===== src/sv/fir_valid_convolution_unit_assert.svh =====
// -----------------------------------------------------------------------------
// FIR valid-convolution unit: assertion macros
// Shared concurrent checks, clocked on the rising edge, off during reset.
// -----------------------------------------------------------------------------
`ifndef FIR_VALID_CONVOLUTION_UNIT_ASSERT_SVH
`define FIR_VALID_CONVOLUTION_UNIT_ASSERT_SVH

// Check that a condition implies another in the same cycle
`define FVC_ASSERT_IMPLY(label, clk, rst, ante, cons) \
   label: assert property (@(posedge clk) disable iff (rst) (ante) |-> (cons)) \
      else $error("same-cycle implication violated");

// Check that a condition implies another in the next cycle
`define FVC_ASSERT_NEXT(label, clk, rst, ante, cons) \
   label: assert property (@(posedge clk) disable iff (rst) (ante) |=> (cons)) \
      else $error("next-cycle implication violated");

`endif


===== src/sv/fvc_pkg.sv =====
// -----------------------------------------------------------------------------
// FIR valid-convolution package
// Widths, payload types and register codes shared by the filter modules.
// -----------------------------------------------------------------------------
package fvc_pkg;

   localparam int FVC_MAX_TAPS      = 7;
   localparam int FVC_SAMPLE_W      = 16;
   localparam int FVC_PROD_W        = 32;
   localparam int FVC_SUM_W         = 34;
   localparam int FVC_CNT_W         = 3;
   localparam int FVC_CSR_DATA_W    = 16;
   localparam int FVC_REQ_TDATA_W   = 16;
   localparam int FVC_RSP_TDATA_W   = 40;

   localparam logic [FVC_CNT_W-1:0] FVC_TAP_COUNT_RESET = 3'd7;

   typedef logic signed [FVC_SAMPLE_W-1:0] fvc_sample_type;
   typedef logic signed [FVC_SAMPLE_W-1:0] fvc_coeff_type;
   typedef logic signed [FVC_PROD_W-1:0]   fvc_prod_type;
   typedef logic signed [FVC_SUM_W-1:0]    fvc_sum_type;
   typedef logic [FVC_CNT_W-1:0]           fvc_count_type;

   // Configuration register indexes
   typedef enum logic [2:0] {
      FVC_REG_TAP_COUNT = 3'd0,
      FVC_REG_COEFF_0   = 3'd1,
      FVC_REG_COEFF_1   = 3'd2,
      FVC_REG_COEFF_2   = 3'd3,
      FVC_REG_COEFF_3   = 3'd4,
      FVC_REG_COEFF_4   = 3'd5,
      FVC_REG_COEFF_5   = 3'd6,
      FVC_REG_COEFF_6   = 3'd7
   } fvc_reg_type;

endpackage


===== src/sv/fvc_sum_tree.sv =====
// -----------------------------------------------------------------------------
// FIR registered adder tree
// Registers the tap products, then adds them pairwise one level per stage.
// Each stage has a valid bit and stalls only when its successor cannot take it.
// -----------------------------------------------------------------------------
`include "fir_valid_convolution_unit_assert.svh"

module fvc_sum_tree #(
   parameter int MAX_TAPS = fvc_pkg::FVC_MAX_TAPS
) (
   input  logic                  clock,
   input  logic                  reset,
   input  logic                  in_valid,
   output logic                  in_ready,
   input  fvc_pkg::fvc_prod_type product [MAX_TAPS],
   output logic                  rsp_valid,
   input  logic                  rsp_ready,
   output fvc_pkg::fvc_sum_type  sum
);
   import fvc_pkg::*;

   localparam int LEVELS = (MAX_TAPS > 1) ? $clog2(MAX_TAPS) : 0;
   localparam int LEAVES = 1 << LEVELS;
   localparam int NODES  = 2 * LEAVES - 1;

   // Heap order: root at index 1, leaves from LEAVES upwards
   fvc_sum_type node_ff [1:NODES];
   fvc_sum_type node_in [1:NODES];

   logic [LEVELS:0] v_ff;
   logic [LEVELS:0] v_in;
   logic [LEVELS:0] rdy;

   // Ready ripples back from the result register
   always_comb begin
      rdy[LEVELS] = !v_ff[LEVELS] || rsp_ready;
      for (int s = LEVELS - 1; s >= 0; s--) begin
         rdy[s] = !v_ff[s] || rdy[s+1];
      end
   end

   // Advance valid bits where the stage may move
   always_comb begin
      v_in    = v_ff;
      if (rdy[0]) begin
         v_in[0] = in_valid;
      end
      for (int s = 1; s <= LEVELS; s++) begin
         if (rdy[s]) begin
            v_in[s] = v_ff[s-1];
         end
      end
   end

   always_ff @(posedge clock) begin
      if (reset) begin
         v_ff <= '0;
      end else begin
         v_ff <= v_in;
      end
   end

   // Node next values: leaves load products, inner nodes add their children
   for (genvar i = 1; i <= NODES; i++) begin : g_node
      localparam int STAGE = LEVELS - ($clog2(i + 1) - 1);
      if (i >= LEAVES) begin : g_leaf
         if (i - LEAVES < MAX_TAPS) begin : g_used
            assign node_in[i] = (rdy[0] && in_valid) ?
                                FVC_SUM_W'(product[i-LEAVES]) : node_ff[i];
         end else begin : g_pad
            assign node_in[i] = '0;
         end
      end else begin : g_add
         assign node_in[i] = (rdy[STAGE] && v_ff[STAGE-1]) ?
                             node_ff[2*i] + node_ff[2*i+1] : node_ff[i];
      end
   end

   always_ff @(posedge clock) begin
      for (int i = 1; i <= NODES; i++) begin
         node_ff[i] <= node_in[i];
      end
   end

   assign in_ready  = rdy[0];
   assign rsp_valid = v_ff[LEVELS];
   assign sum       = node_ff[1];

   // A stall at the input means every stage holds a request
   `FVC_ASSERT_IMPLY(stall_only_when_full, clock, reset, !rdy[0], &v_ff)
   // A waiting result stays put until taken
   `FVC_ASSERT_NEXT(result_held, clock, reset, v_ff[LEVELS] && !rsp_ready,
                    v_ff[LEVELS] && $stable(node_ff[1]))
   // A taken request occupies the first stage
   `FVC_ASSERT_NEXT(input_taken, clock, reset, in_valid && rdy[0], v_ff[0])

endmodule


===== config.mk =====
export PLATFORM = sky130hd
export DESIGN_NAME = fvc_sum_tree
export DESIGN_NICKNAME = d
export VERILOG_FILES = /design/src/sv/fvc_pkg.sv /design/src/sv/fvc_sum_tree.sv
export VERILOG_INCLUDE_DIRS = /design/src /design/src/sv
export SDC_FILE = /design/constraint.sdc
export NUM_CORES = 1
export LEC_CHECK = 0
export BUFFER_PORTS_ARGS = -buffer_cell sky130_fd_sc_hd__buf_2
export CAP_MARGIN = 5
export CORE_AREA = 2 2 223 225
export CTS_CLUSTER_DIAMETER = 100
export DETAILED_ROUTE_END_ITERATION = 8
export DIE_AREA = 0 0 225 227
export PLACE_DENSITY = 0.75
export REMOVE_ABC_BUFFERS = 1
export SLEW_MARGIN = 20
export SYNTH_ARGS = -nofsm -noshare
export SYNTH_HDL_FRONTEND = slang
export SYNTH_SLANG_ARGS = --single-unit

===== constraint.sdc =====
create_clock -name clock -period 14.7 [get_ports clock]
set_input_delay 0.735 -clock clock [delete_from_list [all_inputs] [get_ports clock]]
set_output_delay 0.735 -clock clock [all_outputs]
set_load 0.005 [all_outputs]

==> run summary <==
Iteration-0 DRC Markers -> 916
via/cell ratio -> 5.51
Layout area overhead -> 14.4%
drt drc -> 0
Die Ht -> 227 um
r2r setup slk -> 11.03 ns
WL/cell -> 17.8 um
first-pass GRT wire length -> 78800 um
via count -> 15600
Avg Cell Area, Syn -> 12.6 um^2
initial antenna violation count -> 5
Final period util -> 0.250
Least-Margin Pin Slew -> 0.949 ns
Yosys warning count -> 0
main flop type after synthesis -> edfxtp_1
WS Path Type -> reg2reg
port bufs -> 263
Leak -> 11.0 nW
clock sink count -> 464
TritonCTS clock tree -> yes
# resized after CTS -> 0
Root Driver -> clkbuf_16
maximum fanout along the worst path -> 80
Fin. Hold Viols -> 0
worst skew pair latency -> 0.58 ns
CTS Buf Count -> 48
cell-by-cell trace of the critical path -> nor2b_1 > and3_1 > a21oi_4 > buf_4 > buf_4
Max Freq -> 273 MHz
GR Overflow Total -> 0
Die X -> 225 um
gpl congestion -> 0.886
CTS clk-pin slew, worst paths -> 0.06 ns
largest net degree at the start of global routing -> 81
CP dominant cell by count -> buf_4
Critical Path AT -> 3.86 ns
dpl hpwl -> 38800 um
Bufs on Longest Clock Path -> 3
Crit-path slowest cell -> buf_4
gr usage total -> 0.198
RSZ-0062 raised after global routing -> false
final worst path period need -> 3.67 ns
Fin Hold WS -> 0.325 ns
register bit total from synthesis -> 464
Mapped Cells -> 1920
post-synth design cell area -> 24100 um^2
CORE AREA -> 48500 um^2
Fill cells -> 3851
status -> finished clean
# Max-Cap Violations -> 0
IO Pins -> 264
ys async rst share -> 0
Nets -> 2604
PD cells -> 129 nW/um^2
Max-slew headroom -> 0.367
Startpoint Class -> flip-flop
Data required, critical path -> 14.89 ns
Slew Viols, Final -> 0
H-Tree Depth -> 2
cts hold-fix bufs -> 0
final core occ -> 0.569
count of cell types in the netlist -> 73
Post-synth EDFFs -> 460
layout cells sized above 1 -> 0.169
CP Capture Type -> flip-flop
Post-CTS Setup Bufs -> 0
final setup violating endpoints -> 0
WL final -> 50600 um
TNS Setup -> 0 ns
Worst path max stage delay -> 0.85 ns
HP Class -> in2reg
vias in the first global route -> 15600
Post-DRT Antenna Nets -> 0
Clock Skews -> 0.0203 ns
peak supply drop -> 0.137 mV
sequential fraction of the synthesis area -> 0.576
initial cell density of the core -> 0.497
die area -> 51100 um^2
first-pass iteration count of the detailed router -> 5
row cnt -> 81
[cells by family after synthesis]
family | Yosys count | share of synthesized area
buf+inv | 123 | 0.0244
fa+ha+maj | 201 | 0.106
mux | 1 | 0.000415
xor+xnor | 173 | 0.0628
flops | 464 | 0.576
simple gates | 394 | 0.0759
compound gates | 564 | 0.155
[critical path, delay by kind of cell, from the launching register on]
kind / cells / cell delay [ns]
buffers and inverters: 2 / 1.68
AO/OA/AOI/OAI: 1 / 0.64
AND/OR/NAND/NOR: 2 / 0.51
flip-flops: 1 / 0.30
[routing by layer]
metal | part of all wire | up-vias | GRT usage
met4 | 0.036 | 0 | 0.0852
met3 | 0.054 | 114 | 0.0305
li1 | - | 7789 | -
met1 | 0.42 | 7304 | 0.251
met5 | 0 | - | 0
met2 | 0.49 | 423 | 0.341
[flip-flops by register name, summed over array words and instances (netlist names)]
| name | count |
|---|---|
| node_ff | 460 |
| v_ff | 4 |
[synthesized netlist by cell type, drive strengths merged, types with 4 or more instances]
library cell	count	area, um^2
a2111oi	8	108
a211o	4	35.0
a211oi	12	90.1
a21boi	7	56.3
a21o	105	788
a21oi	190	962
a31o	4	35.0
a31oi	22	138
and2	8	50.1
and3	10	62.6
buf	36	263
clkbuf	28	105
dfxtp	4	80.1
edfxtp	460	13800
fa	6	120
ha	195	2440
inv	59	221
nand2	120	450
nand2b	18	113
nand3	42	210
nand4	24	150
nor2	107	402
nor2b	24	150
nor3	20	100
nor4	5	31.3
o2111ai	4	41.3
o211ai	14	110
o21a	29	218
o21ai	91	455
o21bai	24	180
o221ai	5	50.0
o31a	4	35.0
o31ai	9	77.6
or2	4	25.0
or3	7	43.8
xnor2	113	990
xor2	60	526
[layout make-up]
class	instances	area (um^2)	share of cell area
flip-flops and latches	464	13900	0.503
repair buffers	269	1360	0.0493
diodes	4	10.0	0.000363
multi-input cells	1333	9680	0.351
inverters	59	221	0.00802
clock buffers	65	1330	0.0481
clock inverters	23	323	0.0117
well taps	622	778	0.0282
[report_power, final]
part	total, mW	internal (mW)	switching, mW	leakage, nW
sequential	1.63	1.59	0.0329	4.42
combinational	0.678	0.284	0.394	5.81
clock	1.25	0.759	0.494	0.799
[final timing paths]
| kind | start | to | cells past startpoint |
|---|---|---|---|
| worst max-delay path | v_ff[3] | node_ff[0][332] | 5 |
| worst min-delay path | product[26] | node_ff[0][502] | 1 |
| worst max register to register | v_ff[3] | node_ff[0][332] | 5 |
| worst min register to register | node_ff[0][488] | node_ff[0][250] | 0 |
[cell usage in the layout (no fill, tap or decap), drive strengths merged, types with 29 or more instances in the layout]
master,count
a21o,105
clkbuf,65
a21oi,190
nor2,107
ha,195
nand2,120
xor2,60
inv,59
xnor2,113
o21a,29
o21ai,91
buf,269
edfxtp,460
nand3,42
[stage by stage]
step | std cells | setup WS, ns | instance area [um^2] | power [mW]
after floorplan | 1856 | 2.02 | 23800 | 2.15
after global routing | 2837 | 10.75 | 27600 | 3.72
after detailed placement | 2747 | 10.60 | 25900 | 2.32
after CTS | 2835 | 10.99 | 27600 | 3.59
final | 2839 | 11.03 | 27600 | 3.56
after global placement | 2747 | 10.74 | 25900 | 2.31
(Power assumes the default switching activity.)
