<file path="src/sv/fir_valid_convolution_unit_assert.svh">
// -----------------------------------------------------------------------------
// FIR valid-convolution unit: assertion macros
// Shared concurrent checks, clocked on the rising edge, off during reset.
// -----------------------------------------------------------------------------
`ifndef FIR_VALID_CONVOLUTION_UNIT_ASSERT_SVH
`define FIR_VALID_CONVOLUTION_UNIT_ASSERT_SVH

// Check that a condition implies another in the same cycle
`define FVC_ASSERT_IMPLY(label, clk, rst, ante, cons) \
   label: assert property (@(posedge clk) disable iff (rst) (ante) |-> (cons)) \
      else $error("same-cycle implication violated");

// Check that a condition implies another in the next cycle
`define FVC_ASSERT_NEXT(label, clk, rst, ante, cons) \
   label: assert property (@(posedge clk) disable iff (rst) (ante) |=> (cons)) \
      else $error("next-cycle implication violated");

`endif

</file>
<file path="src/sv/fvc_pkg.sv">
// -----------------------------------------------------------------------------
// FIR valid-convolution package
// Widths, payload types and register codes shared by the filter modules.
// -----------------------------------------------------------------------------
package fvc_pkg;

   localparam int FVC_MAX_TAPS      = 7;
   localparam int FVC_SAMPLE_W      = 16;
   localparam int FVC_PROD_W        = 32;
   localparam int FVC_SUM_W         = 34;
   localparam int FVC_CNT_W         = 3;
   localparam int FVC_CSR_DATA_W    = 16;
   localparam int FVC_REQ_TDATA_W   = 16;
   localparam int FVC_RSP_TDATA_W   = 40;

   localparam logic [FVC_CNT_W-1:0] FVC_TAP_COUNT_RESET = 3'd7;

   typedef logic signed [FVC_SAMPLE_W-1:0] fvc_sample_type;
   typedef logic signed [FVC_SAMPLE_W-1:0] fvc_coeff_type;
   typedef logic signed [FVC_PROD_W-1:0]   fvc_prod_type;
   typedef logic signed [FVC_SUM_W-1:0]    fvc_sum_type;
   typedef logic [FVC_CNT_W-1:0]           fvc_count_type;

   // Configuration register indexes
   typedef enum logic [2:0] {
      FVC_REG_TAP_COUNT = 3'd0,
      FVC_REG_COEFF_0   = 3'd1,
      FVC_REG_COEFF_1   = 3'd2,
      FVC_REG_COEFF_2   = 3'd3,
      FVC_REG_COEFF_3   = 3'd4,
      FVC_REG_COEFF_4   = 3'd5,
      FVC_REG_COEFF_5   = 3'd6,
      FVC_REG_COEFF_6   = 3'd7
   } fvc_reg_type;

endpackage

</file>
<file path="src/sv/fvc_tap_cell.sv">
// -----------------------------------------------------------------------------
// FIR tap cell
// One delay-line stage: holds a sample, passes it to the next cell on each
// accepted request and multiplies the sample entering it by its coefficient.
// -----------------------------------------------------------------------------
module fvc_tap_cell (
   input  logic                   clock,
   input  logic                   reset,
   input  logic                   shift,
   input  fvc_pkg::fvc_sample_type sample_prev,
   input  fvc_pkg::fvc_coeff_type  coeff,
   output fvc_pkg::fvc_sample_type sample_out,
   output fvc_pkg::fvc_prod_type   product
);
   import fvc_pkg::*;

   fvc_sample_type sample_ff;
   fvc_sample_type sample_in;

   // Take the neighbour's sample on an accepted request, else hold
   assign sample_in = shift ? sample_prev : sample_ff;

   // Clear the stage on reset
   always_ff @(posedge clock) begin
      if (reset) begin
         sample_ff <= '0;
      end else begin
         sample_ff <= sample_in;
      end
   end

   assign sample_out = sample_ff;

   // Weight the sample that occupies this cell after the shift
   assign product = fvc_prod_type'(sample_prev) * fvc_prod_type'(coeff);

endmodule

</file>
<file path="config.mk">
export PLATFORM = sky130hd
export DESIGN_NAME = fvc_tap_cell
export DESIGN_NICKNAME = d
export VERILOG_FILES = /design/src/sv/fir_valid_convolution_unit_assert.svh /design/src/sv/fvc_pkg.sv /design/src/sv/fvc_tap_cell.sv
export SDC_FILE = /design/constraint.sdc
export NUM_CORES = 1
export LEC_CHECK = 0
export BUFFER_PORTS_ARGS = -buffer_cell sky130_fd_sc_hd__buf_2
export CORE_ASPECT_RATIO = 1.25
export CORE_MARGIN = 4
export CORE_UTILIZATION = 50
export CTS_CLUSTER_DIAMETER = 50
export DETAILED_ROUTE_END_ITERATION = 8
export PLACE_DENSITY_LB_ADDON = 0.1
export SYNTH_ARGS = -nofsm -noshare
export SYNTH_HDL_FRONTEND = slang
export SYNTH_SLANG_ARGS = --single-unit
</file>
<file path="constraint.sdc">
create_clock -name clock -period 9.7 [get_ports clock]
set_input_delay 2.425 -clock clock [delete_from_list [all_inputs] [get_ports clock]]
set_output_delay 2.425 -clock clock [all_outputs]
set_load 0.01 [all_outputs]
</file>
==> flow_summary.ini, run 1 <==
[timing]
final.setup_skew_ns = 0
finalMaxSlewViolations = 0
final.setup.tns_ns = -8.29
max_freq_mhz = 96.7
post-route-period-util = 1.07
hold_viol_final = 0
post_route_minimum_period_ns = 10.34
setup-violations-final = 18
timing_worst_slew_pin_value_ns = 0.478
grt_setup_unrepaired = yes
slew-limit-headroom = 0.681
layout_setup_ws_ns = -0.643

[setup_path]
timing.critical_path.to_type = output port
critPathTopFamily = adder cells
worst-path-max-fanout = 3
critical_path.startpoint_type = input pin
timing.critical_path.required_ns = 7.28
crit_arrival_ns = 7.92
critPathBufInv = 8
critical_path_top_delay_cell = fa_2
worst_path_largest_cell_delay_ns = 0.54
rr_startpoint = sample_out[15]$_SDFFE_PP0P_
criticalPathCategory = input pin to output port
path_cells = buf_8, buf_6, buf_4, and2_1, fa_1, inv_2, fa_2, fa_2, inv_1, fa_2, fa_1, inv_1, fa_1, inv_2, ha_4, o21ai_4, a211oi_4, nand4_1, o21ai_4, nor3_4, o21a_1, o311ai_4, buf_2
worst_setup_path_startpoint = sample_prev[8]

[synthesis]
post_synth_main_area_contributors = fa_1 50%, inv_1 10%, ha_1 9.8%
syn-mean-instance-area_um2 = 9.14
ys_seq_elements = 16
synth_commonest_cells = 291 x inv_1, 262 x fa_1, 130 x nand2_1
postSynthNetCount = 1528
ys_warn_count = 0
async_reset_ff_frac = 0
synth-seq-area-share = 0.0305
yosys.cell_types.count = 54
syn_area_mm2 = 0.0105
synth_enable_flop_cells = 0
syn-instance-count = 1149
ys.flop_type = dfxtp_1
synth.most_common_cell = inv_1
synth.top_cell.area_share = 0.500
netlist.top_cell.by_area = fa_1

[grt]
grtUsageTotal = 0.254
globalRouteOverflowTotal = 0
global_route_wire_length_before_repair_um = 46800
first_global_vias = 9471
maximum_number_of_pins_on_one_net_before_global_route_repair = 17
grt_antenna_before_repair = 0

[floorplan]
die-width_um = 138
floorplan.die_area_mm2 = 0.0234
rows = 59
initial_utilization = 0.506
fp.dieH_um = 170
floorplan.io_pins = 83
design.core.area_mm2 = 0.0207

[clocking]
ctsHtreeMaxLevel = 1
cts-root-to-sink-buffers = 2
numClockSinks = 16
clock_buffers_created_by_tritoncts = 3
clk_root_buffer_cell = clkbuf_16
clkSlewWorstSetupHoldPaths_ns = 0.04
cts_tree = built
clk-insertion-delay-late_ns = 0.24
holdBufCountCts = 0

[layout]
post_route_cells_drive_above_1_share = 0.297
multi_input_comb_area_mm2 = 0.00954
largest_reg_flops = 16
fill_cells = 1798
fin_nets = 1777
post-route-util = 0.659
antenna_diode_instance_count = 0
area_growth_syn_to_layout_pct = 30.1
seq_area_um2 = 320

[detailed_routing]
post_drt_wl_per_cell_um = 16.4
drc = 0
drt_first_pass_iters = 6
drt-vias-per-instance = 4.96
dr_total_vias = 8286
antenna_left = 0
drt-initial-drc-count = 316
finalWirelength_um = 27500

[hold_path]
hold_path.startpoint = sample_out[7]$_SDFFE_PP0P_
hp-class = register to register

[placed_design]
routabilityCongestion = 0.838
port-buffer-count = 82
sum_of_net_half_perimeters_after_detailed_placement_um = 23600
dp_slack_ns = -0.845

[run_status]
violations = setup timing
outcome = finished, violations left

[flow_run]
cap_violations = 0
==> final timing paths <==
check / depth (start not counted) / slack (ns) / endpoint
hold / removal: 2 / 0.48 / sample_out[7]$_SDFFE_PP0P_
setup reg to reg: 2 / 9.08 / sample_out[15]$_SDFFE_PP0P_
hold reg to reg: 2 / 0.48 / sample_out[7]$_SDFFE_PP0P_
setup / recovery: 23 / -0.64 / product[31]
==> cell usage in the layout, fill, tap and decap left out, types with 17 or more instances in the layout <==
master   instances
xnor2_1         26
buf_4          167
fa_1           245
buf_6           42
mux2i_1         17
and2_1         106
nor2_1          35
inv_2           17
nand2_1        125
ha_1            67
buf_2           59
fa_2            17
inv_1          273
==> worst reg2reg max path: cells and delay by family, from the launching register on <==
family,cells,cell delay (ns)
flops,1,0.31
mux,1,0.13
simple gates,1,0.06
==> cell type report <==
type,count,share of cell area
repair buffers,284,0.167
inverters,291,0.0801
flip-flops and latches,16,0.0234
multi-input cells,802,0.698
clock buffers,3,0.00549
well taps,274,0.0251
==> per-stage QoR <==
step / cells / area, um^2 / hold WS, ns
2_1_floorplan: 1149 / 10700 / 0.531
3_3_place_gp: 1632 / 12600 / 0.469
3_5_place_dp: 1632 / 12600 / 0.478
4_1_cts: 1657 / 13300 / 0.490
5_1_grt: 1670 / 13700 / 0.508
6_report: 1670 / 13700 / 0.482
==> cell families (layout without fill, tap and decap cells) <==
family	after synthesis	in the layout	share of synthesized area
multiplexers	17	17	0.0162
buffers and inverters	331	578	0.121
adder cells (fa/ha/maj)	344	344	0.597
XOR/XNOR	34	34	0.0284
AO/OA/AOI/OAI	81	81	0.0524
AND/OR/NAND/NOR	326	326	0.154
flip-flops	16	16	0.0305
==> layer usage <==
layer  vias up  part of all wire  track usage
met5         -                 0            0
met2       148              0.56        0.487
met3        37             0.036       0.0106
met4         0             0.027       0.0625
li1       3868                 -            -
met1      4233              0.38        0.309
==> repair_timing <==
item	4_1_cts	5_1_grt
setup buffers	25	16
gates resized for setup	145	54
cloned	1	0
pin swaps	70	66
endpoints found under the hold margin	0	0
endpoints found under the setup margin	21	20
Power of run 1 is not shown: default switching activity piles up to over one toggle a cycle in this logic, so the estimate is an artifact.
==> inputs of run 2 (changes only) <==
--- a/config.mk
+++ b/config.mk
@@ -5,7 +5,7 @@
 export SDC_FILE = /design/constraint.sdc
 export NUM_CORES = 1
 export LEC_CHECK = 0
-export BUFFER_PORTS_ARGS = -buffer_cell sky130_fd_sc_hd__buf_2
+export BUFFER_PORTS_ARGS = -buffer_cell sky130_fd_sc_hd__clkbuf_2
 export CORE_ASPECT_RATIO = 1.25
 export CORE_MARGIN = 4
 export CORE_UTILIZATION = 50
==> constraint.sdc (replaced) <==
create_clock -name clock -period 13.1 [get_ports clock]
set_input_delay 3.275 -clock clock [delete_from_list [all_inputs] [get_ports clock]]
set_output_delay 3.275 -clock clock [all_outputs]
set_load 0.01 [all_outputs]
==> run 2 against run 1 <==
  * The run now ends clean
  * First-iteration DRC count shrank 23%
  * Global-route usage is 2.1 points lower
  * Worst setup slack better by 1.1 ns
  * Via count shrank 7.1%
  * Sequential share of layout area rose by 0.51 points
  * Cell area is 18% lower
  * Critical path depth is 3 lower
  * Count of clock-buffer cells in the layout grew 1
  * Die area unchanged
  * Register-to-register slack better by 3.4 ns
  * Largest cell class unchanged
  * Highest routed layer unchanged
==> flow_summary.ini, run 2 (synthesis results as in run 1) <==
[clocking]
postCtsResizedCells = 0
clk-insertion-delay-late_ns = 0.24
cts-root-to-sink-buffers = 2
cts_setup_buffers = 0
clock_buffers_created_by_tritoncts = 3
holdBufCountCts = 0
clkSlewWorstSetupHoldPaths_ns = 0.05
clk_root_buffer_cell = clkbuf_16
ctsHtreeMaxLevel = 1
numClockSinks = 16
cts_tree = built

[detailed_routing]
finalWirelength_um = 25900
post_drt_wl_per_cell_um = 17.5
drt_first_pass_iters = 4
dr_total_vias = 7695
drc = 0
drt-vias-per-instance = 5.21
drt-initial-drc-count = 244
antenna_left = 0

[floorplan]
floorplan.io_pins = 83
die-width_um = 138
fp.dieH_um = 170
rows = 59
design.core.area_mm2 = 0.0207
floorplan.die_area_mm2 = 0.0234
initial_utilization = 0.506

[grt]
globalRouteOverflowTotal = 0
first_global_vias = 8332
grtUsageTotal = 0.233
maximum_number_of_pins_on_one_net_before_global_route_repair = 18
grt_antenna_before_repair = 0
global_route_wire_length_before_repair_um = 42300

[timing]
max_freq_mhz = 78.9
hold_viol_final = 0
timing_worst_slew_pin_value_ns = 0.628
finalMaxSlewViolations = 0
final.setup.tns_ns = 0
post_route_minimum_period_ns = 12.67
layout_setup_ws_ns = 0.427
grt_setup_unrepaired = no
setup-violations-final = 0
slew-limit-headroom = 0.581
post-route-period-util = 0.967
final.setup_skew_ns = 0

[placed_design]
routabilityCongestion = 0.868
sum_of_net_half_perimeters_after_detailed_placement_um = 22300
dp_slack_ns = 0.438
placed_cells = 1474
port-buffer-count = 82

[setup_path]
worst_path_largest_cell_delay_ns = 0.84
regToRegEndpoint = sample_out[5]$_SDFFE_PP0P_
path_cells = clkbuf_2, nand2_1, inv_1, fa_1, fa_1, fa_1, fa_1, fa_1, inv_1, fa_1, inv_1, ha_1, nand2_1, a211oi_1, nand4_1, o21ai_2, nor3_2, o21a_1, o311ai_1, clkbuf_2
crit_arrival_ns = 9.40
worst_setup_path_startpoint = sample_prev[15]
critical_path_top_delay_cell = fa_1
timing.critical_path.to = product[31]
critical_path.startpoint_type = input pin
worst_path_most_repeated_cell = fa_1
criticalPathCategory = input pin to output port
timing.critical_path.to_type = output port
rr_startpoint = sample_out[5]$_SDFFE_PP0P_
worst-path-max-fanout = 17
rr_worst_depth = 2
reg2reg_slack_ns = 12.49
timing.critical_path.required_ns = 9.82

[layout]
post-route-util = 0.541
fill_cells = 2009
fin_nets = 1584
layout_common_cells = 291 x inv_1, 262 x fa_1, 130 x nand2_1, 122 x and2_1
area_growth_syn_to_layout_pct = 6.96
stdcell_count = 1478
largest_reg_flops = 16
antenna_diode_instance_count = 0
layout.cells.most_common = inv_1
post_route_cells_drive_above_1_share = 0.0914

[hold_path]
hp-class = register to register

[run_status]
outcome = completed

[flow_run]
cap_violations = 0
## run 2: layout make-up
type	instances	area, um^2	share of cell area
timing repair buffer	91	478	0.0426
tap	274	343	0.0305
clock buffer	4	88.8	0.00791
multi-input combinational	802	8910	0.793
inverter	291	1090	0.0973
sequential	16	320	0.0285
## run 2: routing by layer
metal,GRT usage,vias to the layer above,part of all wire
li1,-,3487,-
met1,0.267,4029,0.36
met2,0.463,141,0.59
met3,0.0103,38,0.026
met4,0.0608,0,0.030
met5,0,-,0
## run 2: how the worst min path moves through the flow
stage | from | to | slack [ns] | cells after the start
floorplan | sample_out[0]$_SDFFE_PP0P_ | sample_out[0]$_SDFFE_PP0P_ | 0.53 | 2
global placement | sample_out[0]$_SDFFE_PP0P_ | sample_out[0]$_SDFFE_PP0P_ | 0.47 | 2
detailed placement | sample_out[1]$_SDFFE_PP0P_ | sample_out[1]$_SDFFE_PP0P_ | 0.48 | 2
CTS | sample_out[1]$_SDFFE_PP0P_ | sample_out[1]$_SDFFE_PP0P_ | 0.50 | 2
global route | sample_out[3]$_SDFFE_PP0P_ | sample_out[3]$_SDFFE_PP0P_ | 0.52 | 2
finish | sample_out[1]$_SDFFE_PP0P_ | sample_out[1]$_SDFFE_PP0P_ | 0.49 | 2
## run 2: critical path, delay by kind of cell
family | cells | cell delay [ns]
compound gates | 4 | 1.06
buf+inv | 5 | 0.66
fa+ha+maj | 7 | 3.81
simple gates | 4 | 0.59
## run 2: metrics by stage
step	cell area [um^2]	hold slack, ns
3_5_place_dp	11100	0.484
2_1_floorplan	10500	0.531
3_3_place_gp	11100	0.473
5_1_grt	11200	0.520
6_report	11200	0.491
4_1_cts	11200	0.496
Power of run 2 is left out for the same reason.
